**src/mfs_pkg.sv**
```systemverilog
// ----------------------------------------------------------------------------
// mfs_pkg: shared types and constants of the message-to-frame segmenter
// Frame layout constants, config register codes and the job word that
// travels from the framing front end to the result emitter.
// ----------------------------------------------------------------------------
package mfs_pkg;

	localparam int FRAME_W   = 64;
	localparam int BYTE_W    = 8;
	localparam int SLOT_W    = 3;
	localparam int SEQ_W     = 4;
	localparam int CFG_IDX_W = 1;

	// config register indexes
	typedef enum logic [CFG_IDX_W-1:0] {
		REG_CALL_HDR  = 1'b0,
		REG_MUSIC_HDR = 1'b1
	} cfg_reg_t;

	// message types
	localparam logic MSG_CALL  = 1'b0;
	localparam logic MSG_MUSIC = 1'b1;

	// last slot of a frame
	localparam logic [SLOT_W-1:0] SLOT_LAST = 3'd7;

	// one job: one or two result words caused by one input byte.
	// the second word, when present, is always a last frame without error.
	typedef struct packed {
		logic [FRAME_W-1:0] d0;
		logic               l0;
		logic               e0;
		logic [FRAME_W-1:0] d1;
		logic               two;
	} job_t;

endpackage

```
**src/mfs_front.sv**
```systemverilog
// ----------------------------------------------------------------------------
// mfs_front: framing front end
// Holds the header code registers and the frame under construction; for each
// accepted byte it updates the frame state and builds the job of 0-2 words.
// ----------------------------------------------------------------------------
module mfs_front import mfs_pkg::*; (
	input  logic                 clk,
	input  logic                 arst_n,
	// config write
	input  logic                 cfg_we,
	input  logic [CFG_IDX_W-1:0] cfg_index,
	input  logic [BYTE_W-1:0]    cfg_data,
	// accepted input word
	input  logic                 accept,
	input  logic [BYTE_W-1:0]    data_byte,
	input  logic                 start_of_message,
	input  logic                 message_type,
	input  logic [2:0]           sub_code,
	input  logic [BYTE_W-1:0]    message_length,
	input  logic [2:0]           batt_level,
	input  logic [2:0]           sig_level,
	// job out
	output logic                 job_push,
	output job_t                 job
);

	logic [BYTE_W-1:0]  call_code_q, music_code_q;
	logic [FRAME_W-1:0] buf_q;
	logic [SLOT_W-1:0]  fill_q;
	logic [BYTE_W-1:0]  rem_q;
	logic [BYTE_W-1:0]  sum_q;
	logic [SEQ_W-1:0]   seq_q;
	logic               chk_q;

	logic [FRAME_W-1:0] buf_d;
	logic [SLOT_W-1:0]  fill_d;
	logic [BYTE_W-1:0]  rem_d;
	logic [BYTE_W-1:0]  sum_d;
	logic [SEQ_W-1:0]   seq_d;
	logic               chk_d;

	// working values
	logic [FRAME_W-1:0] buf_b, buf1;
	logic [SLOT_W-1:0]  fill_b;
	logic [BYTE_W-1:0]  rem_b, rem1, sum_b, sum1, sum_c;
	logic [SEQ_W-1:0]   seq_b;
	logic               chk_b, active;
	logic [4:0]         wc;
	logic [BYTE_W-1:0]  h0c, h1c, h2c, h0m, h1m, cont_hdr;

	// drop byte v into slot s of frame f (slot is known to be empty)
	function automatic logic [FRAME_W-1:0] put_byte(input logic [FRAME_W-1:0] f,
			input logic [SLOT_W-1:0] s, input logic [BYTE_W-1:0] v);
		logic [FRAME_W-1:0] r;
		r = f;
		for (int i = 0; i < 8; i++) begin
			if (s == SLOT_W'(i)) begin
				r[FRAME_W-1-BYTE_W*i -: BYTE_W] = f[FRAME_W-1-BYTE_W*i -: BYTE_W] | v;
			end
		end
		return r;
	endfunction

	// header code registers
	always_ff @(posedge clk or negedge arst_n) begin
		if (!arst_n) begin
			call_code_q  <= '0;
			music_code_q <= '0;
		end else if (cfg_we) begin
			unique case (cfg_reg_t'(cfg_index))
				REG_CALL_HDR:  call_code_q  <= cfg_data;
				REG_MUSIC_HDR: music_code_q <= cfg_data;
				default: ;
			endcase
		end
	end

	// header bytes; only word count bits 4..0 reach a header
	always_comb begin
		wc  = message_length[5:1];
		h0c = call_code_q | {5'b0, sub_code};
		h1c = {batt_level, sig_level, wc[4:3]};
		h2c = {wc[2:0], 5'b0};
		h0m = music_code_q;
		h1m = {wc[4:0], sub_code[1:0], 1'b0};
	end

	// frame step
	always_comb begin
		// base state: fresh header on a start, else the running frame
		if (start_of_message) begin
			if (message_type == MSG_CALL) begin
				buf_b  = {h0c, h1c, h2c, 40'b0};
				sum_b  = h0c + h1c + h2c;
				fill_b = 3'd3;
			end else begin
				buf_b  = {h0m, h1m, 48'b0};
				sum_b  = h0m + h1m;
				fill_b = 3'd2;
			end
			rem_b  = message_length;
			seq_b  = SEQ_W'(1);
			chk_b  = 1'b0;
			active = (message_length != '0);
		end else begin
			buf_b  = buf_q;
			sum_b  = sum_q;
			fill_b = fill_q;
			rem_b  = rem_q;
			seq_b  = seq_q;
			chk_b  = chk_q;
			active = (rem_q != '0);
		end

		buf1     = put_byte(buf_b, fill_b, data_byte);
		sum1     = sum_b + data_byte;
		rem1     = rem_b - 8'd1;
		cont_hdr = {seq_b, 4'b0};
		sum_c    = sum1 + cont_hdr;

		buf_d    = buf_q;
		fill_d   = fill_q;
		rem_d    = rem_q;
		sum_d    = sum_q;
		seq_d    = seq_q;
		chk_d    = chk_q;
		job_push = 1'b0;
		job      = '0;

		if (accept) begin
			if (start_of_message && message_length == '0) begin
				// zero length: error word, go idle
				job_push = 1'b1;
				job.e0   = 1'b1;
				buf_d    = '0;
				fill_d   = '0;
				rem_d    = '0;
				chk_d    = 1'b0;
			end else if (active) begin
				if (rem1 == '0) begin
					// message ends here
					job_push = 1'b1;
					job.l0   = 1'b1;
					job.d0   = buf1;
					sum_d    = sum1;
					seq_d    = seq_b;
					if (chk_b) begin
						if (fill_b == SLOT_LAST) begin
							// checksum spills into a frame of its own
							job.l0  = 1'b0;
							job.two = 1'b1;
							job.d1  = {cont_hdr, sum_c, 48'b0};
							sum_d   = sum_c;
							seq_d   = seq_b + SEQ_W'(1);
						end else begin
							job.d0 = put_byte(buf1, fill_b + SLOT_W'(1), sum1);
						end
					end
					buf_d  = '0;
					fill_d = '0;
					rem_d  = '0;
					chk_d  = 1'b0;
				end else if (fill_b == SLOT_LAST) begin
					// frame full: ship it, open continuation
					job_push = 1'b1;
					job.d0   = buf1;
					buf_d    = {cont_hdr, 56'b0};
					sum_d    = sum_c;
					seq_d    = seq_b + SEQ_W'(1);
					fill_d   = 3'd1;
					chk_d    = 1'b1;
					rem_d    = rem1;
				end else begin
					buf_d  = buf1;
					fill_d = fill_b + SLOT_W'(1);
					sum_d  = sum1;
					rem_d  = rem1;
					seq_d  = seq_b;
					chk_d  = chk_b;
				end
			end
		end
	end

	// frame state
	always_ff @(posedge clk or negedge arst_n) begin
		if (!arst_n) begin
			buf_q  <= '0;
			fill_q <= '0;
			rem_q  <= '0;
			sum_q  <= '0;
			seq_q  <= '0;
			chk_q  <= 1'b0;
		end else begin
			buf_q  <= buf_d;
			fill_q <= fill_d;
			rem_q  <= rem_d;
			sum_q  <= sum_d;
			seq_q  <= seq_d;
			chk_q  <= chk_d;
		end
	end

endmodule

```
**src/mfs_job_fifo.sv**
```systemverilog
// ----------------------------------------------------------------------------
// mfs_job_fifo: job queue between front end and emitter
// Small register queue; head entry is presented while not empty.
// ----------------------------------------------------------------------------
module mfs_job_fifo import mfs_pkg::*; #(
	parameter int DEPTH = 4
) (
	input  logic clk,
	input  logic arst_n,
	input  logic push,
	input  job_t wdata,
	input  logic pop,
	output job_t rdata,
	output logic full,
	output logic not_empty
);

	localparam int PTR_W = (DEPTH > 1) ? $clog2(DEPTH) : 1;
	localparam int CNT_W = $clog2(DEPTH + 1);

	job_t             mem [DEPTH];
	logic [PTR_W-1:0] wr_ptr_q, rd_ptr_q;
	logic [CNT_W-1:0] cnt_q;
	logic             do_push, do_pop;

	assign full      = (cnt_q == CNT_W'(DEPTH));
	assign not_empty = (cnt_q != '0);
	assign do_push   = push && !full;
	assign do_pop    = pop && not_empty;
	assign rdata     = mem[rd_ptr_q];

	// storage
	always_ff @(posedge clk) begin
		if (do_push) begin
			mem[wr_ptr_q] <= wdata;
		end
	end

	// pointers and count
	always_ff @(posedge clk or negedge arst_n) begin
		if (!arst_n) begin
			wr_ptr_q <= '0;
			rd_ptr_q <= '0;
			cnt_q    <= '0;
		end else begin
			if (do_push) begin
				wr_ptr_q <= (wr_ptr_q == PTR_W'(DEPTH - 1)) ? '0 : wr_ptr_q + PTR_W'(1);
			end
			if (do_pop) begin
				rd_ptr_q <= (rd_ptr_q == PTR_W'(DEPTH - 1)) ? '0 : rd_ptr_q + PTR_W'(1);
			end
			if (do_push && !do_pop) begin
				cnt_q <= cnt_q + CNT_W'(1);
			end else if (do_pop && !do_push) begin
				cnt_q <= cnt_q - CNT_W'(1);
			end
		end
	end

endmodule

```
**src/mfs_back.sv**
```systemverilog
// ----------------------------------------------------------------------------
// mfs_back: result emitter
// Unpacks the head job into one or two result words on the output queue ports.
// ----------------------------------------------------------------------------
module mfs_back import mfs_pkg::*; (
	input  logic               clk,
	input  logic               arst_n,
	input  logic               job_valid,
	input  job_t               job,
	output logic               job_pop,
	input  logic               pop,
	output logic               empty,
	output logic [FRAME_W-1:0] frame_data,
	output logic               last_frame,
	output logic               param_error
);

	logic half_q;   // second word of the head job is showing
	logic take;

	assign empty       = !job_valid;
	assign take        = pop && job_valid;
	assign job_pop     = take && (half_q || !job.two);
	assign frame_data  = half_q ? job.d1 : job.d0;
	assign last_frame  = half_q ? 1'b1 : job.l0;
	assign param_error = half_q ? 1'b0 : job.e0;

	// word select within a job
	always_ff @(posedge clk or negedge arst_n) begin
		if (!arst_n) begin
			half_q <= 1'b0;
		end else if (take) begin
			half_q <= job.two && !half_q;
		end
	end

endmodule

```
**src/message_to_frame_segmenter_core.sv**
```systemverilog
// ----------------------------------------------------------------------------
// message_to_frame_segmenter_core: message bytes to 8-byte frames
// Usage:
//   Input queue: drive data_byte and the start fields, raise push while full
//   is low; one byte is taken per cycle while full is low, back to back. Start
//   fields are used only with start_of_message.
//   Result queue: while empty is low the oldest frame is on frame_data,
//   last_frame and param_error; pop takes it.
//   Config: cfg_valid/cfg_ready with cfg_index and cfg_data; cfg_ready is
//   always high. Write only while the block is idle.
//   A completed frame is written to the job queue and shows when at its head.
//   Throughput: one byte per cycle while full is low; a byte that closes a
//   full frame with a checksum frame yields two words, taken by two pops.
//   The front end and the emitter are split by a JOB_DEPTH entry job queue;
//   full rises only when that queue is full, so a stalled receiver backs
//   pressure up after JOB_DEPTH jobs are waiting.
//   Reset clears the frame state, header codes and queue; no clearing pass.
// ----------------------------------------------------------------------------
module message_to_frame_segmenter_core import mfs_pkg::*; #(
	parameter int JOB_DEPTH = 4
) (
	input  logic                 clk,
	input  logic                 arst_n,
	// config
	input  logic                 cfg_valid,
	output logic                 cfg_ready,
	input  logic [CFG_IDX_W-1:0] cfg_index,
	input  logic [BYTE_W-1:0]    cfg_data,
	// input queue
	input  logic                 push,
	output logic                 full,
	input  logic [BYTE_W-1:0]    data_byte,
	input  logic                 start_of_message,
	input  logic                 message_type,
	input  logic [2:0]           sub_code,
	input  logic [BYTE_W-1:0]    message_length,
	input  logic [2:0]           batt_level,
	input  logic [2:0]           sig_level,
	// result queue
	output logic                 empty,
	input  logic                 pop,
	output logic [FRAME_W-1:0]   frame_data,
	output logic                 last_frame,
	output logic                 param_error
);

	logic accept, job_push, job_pop, job_full, job_valid;
	job_t job_in, job_head;

	assign cfg_ready = 1'b1;
	assign full      = job_full;
	assign accept    = push && !job_full;

	mfs_front u_front (
		.clk              (clk),
		.arst_n           (arst_n),
		.cfg_we           (cfg_valid && cfg_ready),
		.cfg_index        (cfg_index),
		.cfg_data         (cfg_data),
		.accept           (accept),
		.data_byte        (data_byte),
		.start_of_message (start_of_message),
		.message_type     (message_type),
		.sub_code         (sub_code),
		.message_length   (message_length),
		.batt_level       (batt_level),
		.sig_level        (sig_level),
		.job_push         (job_push),
		.job              (job_in)
	);

	mfs_job_fifo #(
		.DEPTH (JOB_DEPTH)
	) u_fifo (
		.clk       (clk),
		.arst_n    (arst_n),
		.push      (job_push),
		.wdata     (job_in),
		.pop       (job_pop),
		.rdata     (job_head),
		.full      (job_full),
		.not_empty (job_valid)
	);

	mfs_back u_back (
		.clk         (clk),
		.arst_n      (arst_n),
		.job_valid   (job_valid),
		.job         (job_head),
		.job_pop     (job_pop),
		.pop         (pop),
		.empty       (empty),
		.frame_data  (frame_data),
		.last_frame  (last_frame),
		.param_error (param_error)
	);

	// error word is never a frame
	a_err_not_last: assert property (@(posedge clk) disable iff (!arst_n)
		(!empty && param_error) |-> (!last_frame && frame_data == '0))
		else $error("error word carries frame content");

	// a two-word job starts with a plain continuation frame
	a_two_first_plain: assert property (@(posedge clk) disable iff (!arst_n)
		(job_push && job_in.two) |-> (!job_in.l0 && !job_in.e0))
		else $error("two-word job with bad first word");

	// jobs are only generated for accepted bytes
	a_push_on_accept: assert property (@(posedge clk) disable iff (!arst_n)
		job_push |-> accept)
		else $error("job generated without an accepted byte");

endmodule

```
**config.mk**
```make
export PLATFORM = sky130hd
export DESIGN_NAME = message_to_frame_segmenter_core
export DESIGN_NICKNAME = d
export VERILOG_FILES = /design/src/mfs_pkg.sv /design/src/mfs_front.sv /design/src/mfs_job_fifo.sv /design/src/mfs_back.sv /design/src/message_to_frame_segmenter_core.sv
export SDC_FILE = /design/constraint.sdc
export NUM_CORES = 1
export LEC_CHECK = 0
export BUFFER_PORTS_ARGS = -buffer_cell sky130_fd_sc_hd__buf_4
export CORE_AREA = 2 2 171 257
export CTS_BUF_LIST = sky130_fd_sc_hd__clkbuf_16
export DETAILED_ROUTE_END_ITERATION = 7
export DIE_AREA = 0 0 173 259
export PLACE_DENSITY = 0.61
export SYNTH_ARGS = -nofsm -noshare
export SYNTH_HDL_FRONTEND = slang
export SYNTH_SLANG_ARGS = --single-unit
```
**constraint.sdc**
```tcl
create_clock -name clk -period 7.4 [get_ports clk]
set_input_delay 1.11 -clock clk [delete_from_list [all_inputs] [get_ports clk]]
set_output_delay 1.11 -clock clk [all_outputs]
set_load 0.02 [all_outputs]
```
# --- Yosys cells after proc, flatten, opt, wreduce, memory -nomap -nowiden ---
# Memory sizes are Yosys's and may differ from the RTL's.
# Index checks and enable logic that the tools add are counted.
# W data, S select, Z words.
word_totals:
  word_cells: 166
  latch_bits: 0
  rom_bits: 0
  input_bits: 41
  ram_bits: 524
  mem_count: 1
  register_bits: 112
memory_table:
  columns: ["name", "words", "word_bits", "rd", "rd_ports_with_merged_regs", "wr", "line", "rtl"]
  rows:
  - ["u_fifo.mem", 4, 131, 1, 0, 1, "mfs_job_fifo.sv:21", "job_t mem [DEPTH];"]
op_classes:
  n_reduce_logical: 29
  eq_ne: 17
  n_mul: 0
  mux: 76
  bitwise_logic: 19
  order_cmp: 0
  addsub: 12
  div_mod_pow: 0
  n_shift: 0
ops:
  columns: ["op", "count"]
  rows:
  - ["$mux W64", 10]
  - ["$mux W65", 8]
  - ["$mux W8", 25]
  - ["$mux W131", 1]
  - ["$or A8 B8 Y8", 16]
  - ["$add A8 B8 Y8", 5]
  - ["$eq A3 B3 Y1 const B", 9]
  - ["$mux W3", 7]
  - ["$mux W1", 19]
  - ["$logic_not A8 Y1", 2]
  - ["$mux W4", 4]
  - ["$reduce_bool A8 Y1", 2]
  - ["$eq A3 B2 Y1 const B", 4]
  - ["$logic_and A1 B1 Y1", 9]
  - ["$or A8 B3 Y8", 1]
  - ["$sub A8 B1 Y8 const B", 1]
  - ["$add A3 B1 Y3 const B", 2]
  - ["$eq A3 B1 Y1 const B", 2]
  - ["$logic_not A1 Y1", 6]
  - ["$logic_not A3 Y1", 2]
  - ["$reduce_and A2 Y1", 3]
  - ["$add A2 B1 Y2 const B", 2]
  - ["$add A4 B1 Y4 const B", 1]
  - ["$eq A2 B2 Y1 const B", 2]
  - ["other kinds (7)", 10]

# --- Longest topological paths before layout ---
depth:
  word_depth: 14
  ltp_mapped: 21

# --- Modules after synthesis ---
# A second synthesis with hierarchy kept.
hier_totals:
  cells_unflattened: 1739
  area_unflattened_um2: 28162.0
by_module_without_submodules:
  columns: ["module", "n_inst", "cells_per_inst", "area_per_inst_um2"]
  rows:
  - ["mfs_job_fifo", 1, 722, 19319.8]
  - ["mfs_front", 1, 934, 7901.3]
  - ["mfs_back", 1, 80, 915.9]
  - ["message_to_frame_segmenter_core", 1, 3, 25.0]

# --- Worst setup path before layout ---
# No wires, ideal clock.
synth_path:
  kind: "input to register"
  from: "in start_of_message"
  to: "mem u_fifo.mem[0][0] (netlist name), enable pin"
  setup_time_ns: 0.527
  required_ns: 6.873
  path_stages: 12
  slack_ns: -0.248
  n_path_buf: 4
  arrival_time_ns: 7.122
  cell_sequence: "buf_2 > buf_2 > buf_1 > buf_1 > mux2i_1 > ha_1 > xnor2_1 > a2111oi_4 > o2111ai_4 > nand2_2 > a21oi_2 > nor2b_1"
synth_via:
  elab_chain_len: 10
  elab_cells_between_ends: 15
synth_lines:
  columns: ["item", "line", "rtl"]
  rows:
  - ["start, declared", "message_to_frame_segmenter_core.sv:33", "input logic start_of_message,"]
  - ["$mux W8 / $mux W3 (equally long branches)", "mfs_front.sv:91", "if (start_of_message) begin"]
  - ["$sub A8 B1 Y8 / $eq A3 B3 Y1 (equally long branches)", "mfs_front.sv:117, mfs_front.sv:163", null]
  - ["$logic_not A8 Y1 / $mux W1 (equally long branches)", "mfs_front.sv:140, mfs_front.sv:163", null]
  - ["$mux W1", "mfs_front.sv:140", "if (rem1 == '0) begin"]
  - ["$mux W1", "mfs_front.sv:139", "end else if (active) begin"]
  - ["$mux W1 (*)", "mfs_front.sv:131", "if (start_of_message && message_length == '0) begin"]
  - ["$mux W1 (*)", "mfs_front.sv:130", "if (accept) begin"]
  - ["$logic_and A1 B1 Y1 (*)", "mfs_job_fifo.sv:28", "assign do_push = push && !full;"]
  - ["$mux W1 (*)", "mfs_job_fifo.sv:34", "if (do_push) begin"]
  - ["$mux W1 (implied by the code) (*)", "mfs_job_fifo.sv:35", "mem[wr_ptr_q] <= wdata;"]
  - ["end, declared", "mfs_job_fifo.sv:21", null]
# Mark *: on every way between the ends. The rest lies on a longest branch, timed or not.

==> reports/metrics.csv <==
metric,value,unit
status,"finished, final reports clean",
core outline area,42600,um^2
maximum buffer depth of the clock tree,3,
Leakage,8.51,nW
Mean Syn Cell Area,14.0,um^2
critical-path cell list,buf_4 > or2_2 > ha_1 > ha_1 > inv_1 > fa_1 > mux2i_1 > mux2_2 > ha_1 > a21oi_1 > a21oi_1 > nor2_1 > xnor2_1 > inv_1 > nor3_2 > nand2_1 > a21oi_1,
register area share after synthesis,0.620,
"Async S/R FF share, synth",0.262,
Synth Flop Type,edfxtp_1,
hold crit path type,flop to flop,
WP data arrival,5300,ps
"Req. time, crit path",7730,ps
placed inst area,21200,um^2
Finished Layout Cells,2088,
Final nets,1577,
cts bufs inserted,41,
largest net degree at the start of global routing,80,
Synth Instances,1417,
CTS H-tree depth,2,
"Max stage delay cell, worst path",nor3_2,
DRT iter0 DRCs,1376,
I/O Buffers,108,
Worst-path clk slew,60,ps
ANT nets after route,0,
Final Instance Area,22500,um^2
grt ovf,0,
CP max stage delay,550,ps
Overall Power,7.72,mW
Worst Clk Skew,22.4,ps
Syn Nets,1509,
Max Slew Vio Count,0,
Die Wd,173,um
"Clk Latency, worst-skew pair",560,ps
area of the multi-input gates,7000,um^2
cts repair resizes,0,
crit start category,primary input,
post-DP HPWL,32.3,mm
Setup Buffers After CTS,0,
"commonest non-fill, non-tap cell in the layout",edfxtp_1,
VDD IR max,230,uV
CTS tree,yes,
vias per inst,5.91,
final hold viol count,0,
"Largest delay share family, worst path",adder cells,
layout cells sized above 1,0.212,
critical path type,primary input to flop,
worst setup margin,2430,ps
fin crit share,0.672,
Setup crit end kind,flop,
setup slack at placement,1890,ps
pwr/cell area,342,nW/um^2
gr usage total,0.224,
Total Routed Length,50.2,mm
n_diodes,0,
Root Buffer,clkbuf_16,
post-detailed-route DRC marker count,0,
"EDFF count, synth",316,
RSZ-0062 raised after global routing,no,
Vias,12300,
CP Max Fanout,7,
Max-Cap Viols,0,
setup TNS,0,ps
antenna violations before repair,0,
fillers,3657,
initial core utilization,0.466,
Setup Viol. Count Final,0,
CP bufs+invs,3,
num rows,93,
Yosys cell types,61,
Mapped Area,19800,um^2
# hold bufs at CTS,0,
hold slack,481,ps
r2r setup slk,2750,ps
Final min period,4970,ps
gpl congestion,0.895,
Layout area overhead,13.6,%
Num Clock Sinks,428,
vias in the first global route,12600,
Die Span Y,259,um
Max transition margin,0.292,
TritonRoute pass-1 iters,6,
drt wl/cell,24.0,um
YS warnings,0,
sequential cell area,12300,um^2
most frequent cells in the layout,"316 x edfxtp_1, 122 x buf_4, 109 x dfrtp_1, 98 x nand2_1, 94 x nor2_1",
final cell utilization of the core,0.529,
Worst Max-Slew Pin Slew,1060,ps
Synth Register Bits,428,
total die area,44800,um^2
first-pass GRT wire length,76.7,mm
Highest Clock Rate,0.201,GHz
I/O pin cnt,110,
Placed Cells,2012,
==> routing by layer <==
metal | vias to the layer above | wire [um] | track usage
met5 | - | 0 | 0
met4 | 0 | 1320 | 0.0767
met3 | 88 | 3320 | 0.0351
met2 | 489 | 24800 | 0.372
met1 | 6280 | 20800 | 0.303
li1 | 5484 | - | -
==> registers in the layout, indices dropped and copies added (netlist names) <==
register             cells
u_fifo.mem             316
u_front.buf_q           64
u_front.call_code_q      8
u_front.h0m              8
u_front.rem_q            8
u_front.sum_q            8
u_front.seq_q            4
u_fifo.cnt_q             3
u_front.fill_q           3
u_fifo.rd_ptr_q          2
u_fifo.wr_ptr_q          2
u_back.half_q            1
u_front.chk_q            1
==> worst paths after layout <==
kind	startpoint	depth (start not counted)	end
setup / recovery	sub_code[1]	17	u_fifo.mem[1][88]$_DFFE_PP_
hold / removal	u_front.fill_q[1]$_DFFE_PN0P_	2	u_front.fill_q[1]$_DFFE_PN0P_
setup reg to reg	u_front.call_code_q[1]$_DFFE_PN0P_	16	u_fifo.mem[1][88]$_DFFE_PP_
hold reg to reg	u_front.fill_q[1]$_DFFE_PN0P_	2	u_front.fill_q[1]$_DFFE_PN0P_
max in group asynchronous	arst_n	2	u_fifo.rd_ptr_q[0]$_DFFE_PN0P_
min in group asynchronous	arst_n	1	u_front.rem_q[1]$_DFFE_PN0P_
==> where the power goes <==
part	switching, mW	internal (mW)	total, mW	leakage [nW]
Sequential	0.255	2.79	3.05	4.52
Clock	0.909	1.18	2.09	0.681
Combinational	1.42	1.16	2.59	3.31
Total	2.59	5.13	7.72	8.51
==> area by class of cell <==
cell class / count / share of cell area
Sequential cell: 428 / 0.546
Multi-Input combinational cell: 847 / 0.311
Timing Repair Buffer: 129 / 0.0468
Clock buffer: 42 / 0.0466
Tap cell: 570 / 0.0316
Clock inverter: 34 / 0.0122
Inverter: 38 / 0.00633
==> worst reg2reg max path: stages, from the launching register on <==
cell,delay (ps)
dfrtp_1,380
or2_2,290
ha_1,280
ha_1,150
inv_1,60
fa_1,530
mux2i_1,70
mux2_2,280
ha_1,330
a21oi_1,110
a21oi_1,250
nor2_1,80
xnor2_1,430
inv_1,170
nor3_2,550
nand2_1,170
a21oi_1,300
==> cell families after synthesis <==
family,count (synthesis),synth area share
mux,134,0.120
flops,428,0.620
xor+xnor,30,0.0136
compound gates,278,0.0962
simple gates,353,0.0868
fa+ha+maj,51,0.0348
other cells,1,0.000189
buf+inv,142,0.0293
==> Yosys cell counts, types with 4 or more instances <==
| library cell | instances | area [um^2] |
|---|---|---|
| a32oi_1 | 6 | 52.6 |
| mux2_2 | 34 | 383 |
| nor3_1 | 11 | 55.1 |
| or2_2 | 5 | 31.3 |
| a22oi_1 | 19 | 143 |
| or3_1 | 5 | 31.3 |
| mux4_2 | 79 | 1780 |
| dfrtp_1 | 112 | 2800 |
| nand2b_1 | 9 | 56.3 |
| a222oi_1 | 11 | 110 |
| buf_1 | 22 | 82.6 |
| nand2_1 | 99 | 372 |
| mux2i_1 | 21 | 210 |
| o21ai_1 | 6 | 30.0 |
| ha_1 | 44 | 551 |
| fa_1 | 7 | 140 |
| buf_2 | 24 | 120 |
| nor3b_1 | 5 | 37.5 |
| clkbuf_1 | 53 | 199 |
| nor2_1 | 95 | 357 |
| a21oi_1 | 73 | 365 |
| a221o_1 | 16 | 160 |
| o21a_1 | 4 | 30.0 |
| and3_1 | 10 | 62.6 |
| o21ai_0 | 62 | 310 |
| nand3_1 | 6 | 30.0 |
| a22o_1 | 48 | 420 |
| a21o_1 | 6 | 45.0 |
| xnor2_1 | 21 | 184 |
| edfxtp_1 | 316 | 9490 |
| and2_1 | 13 | 81.3 |
| a31oi_1 | 8 | 50.1 |
| nor2b_1 | 83 | 519 |
| xor2_1 | 8 | 70.1 |
| inv_1 | 37 | 139 |
Power figures use the tool's default switching activity.
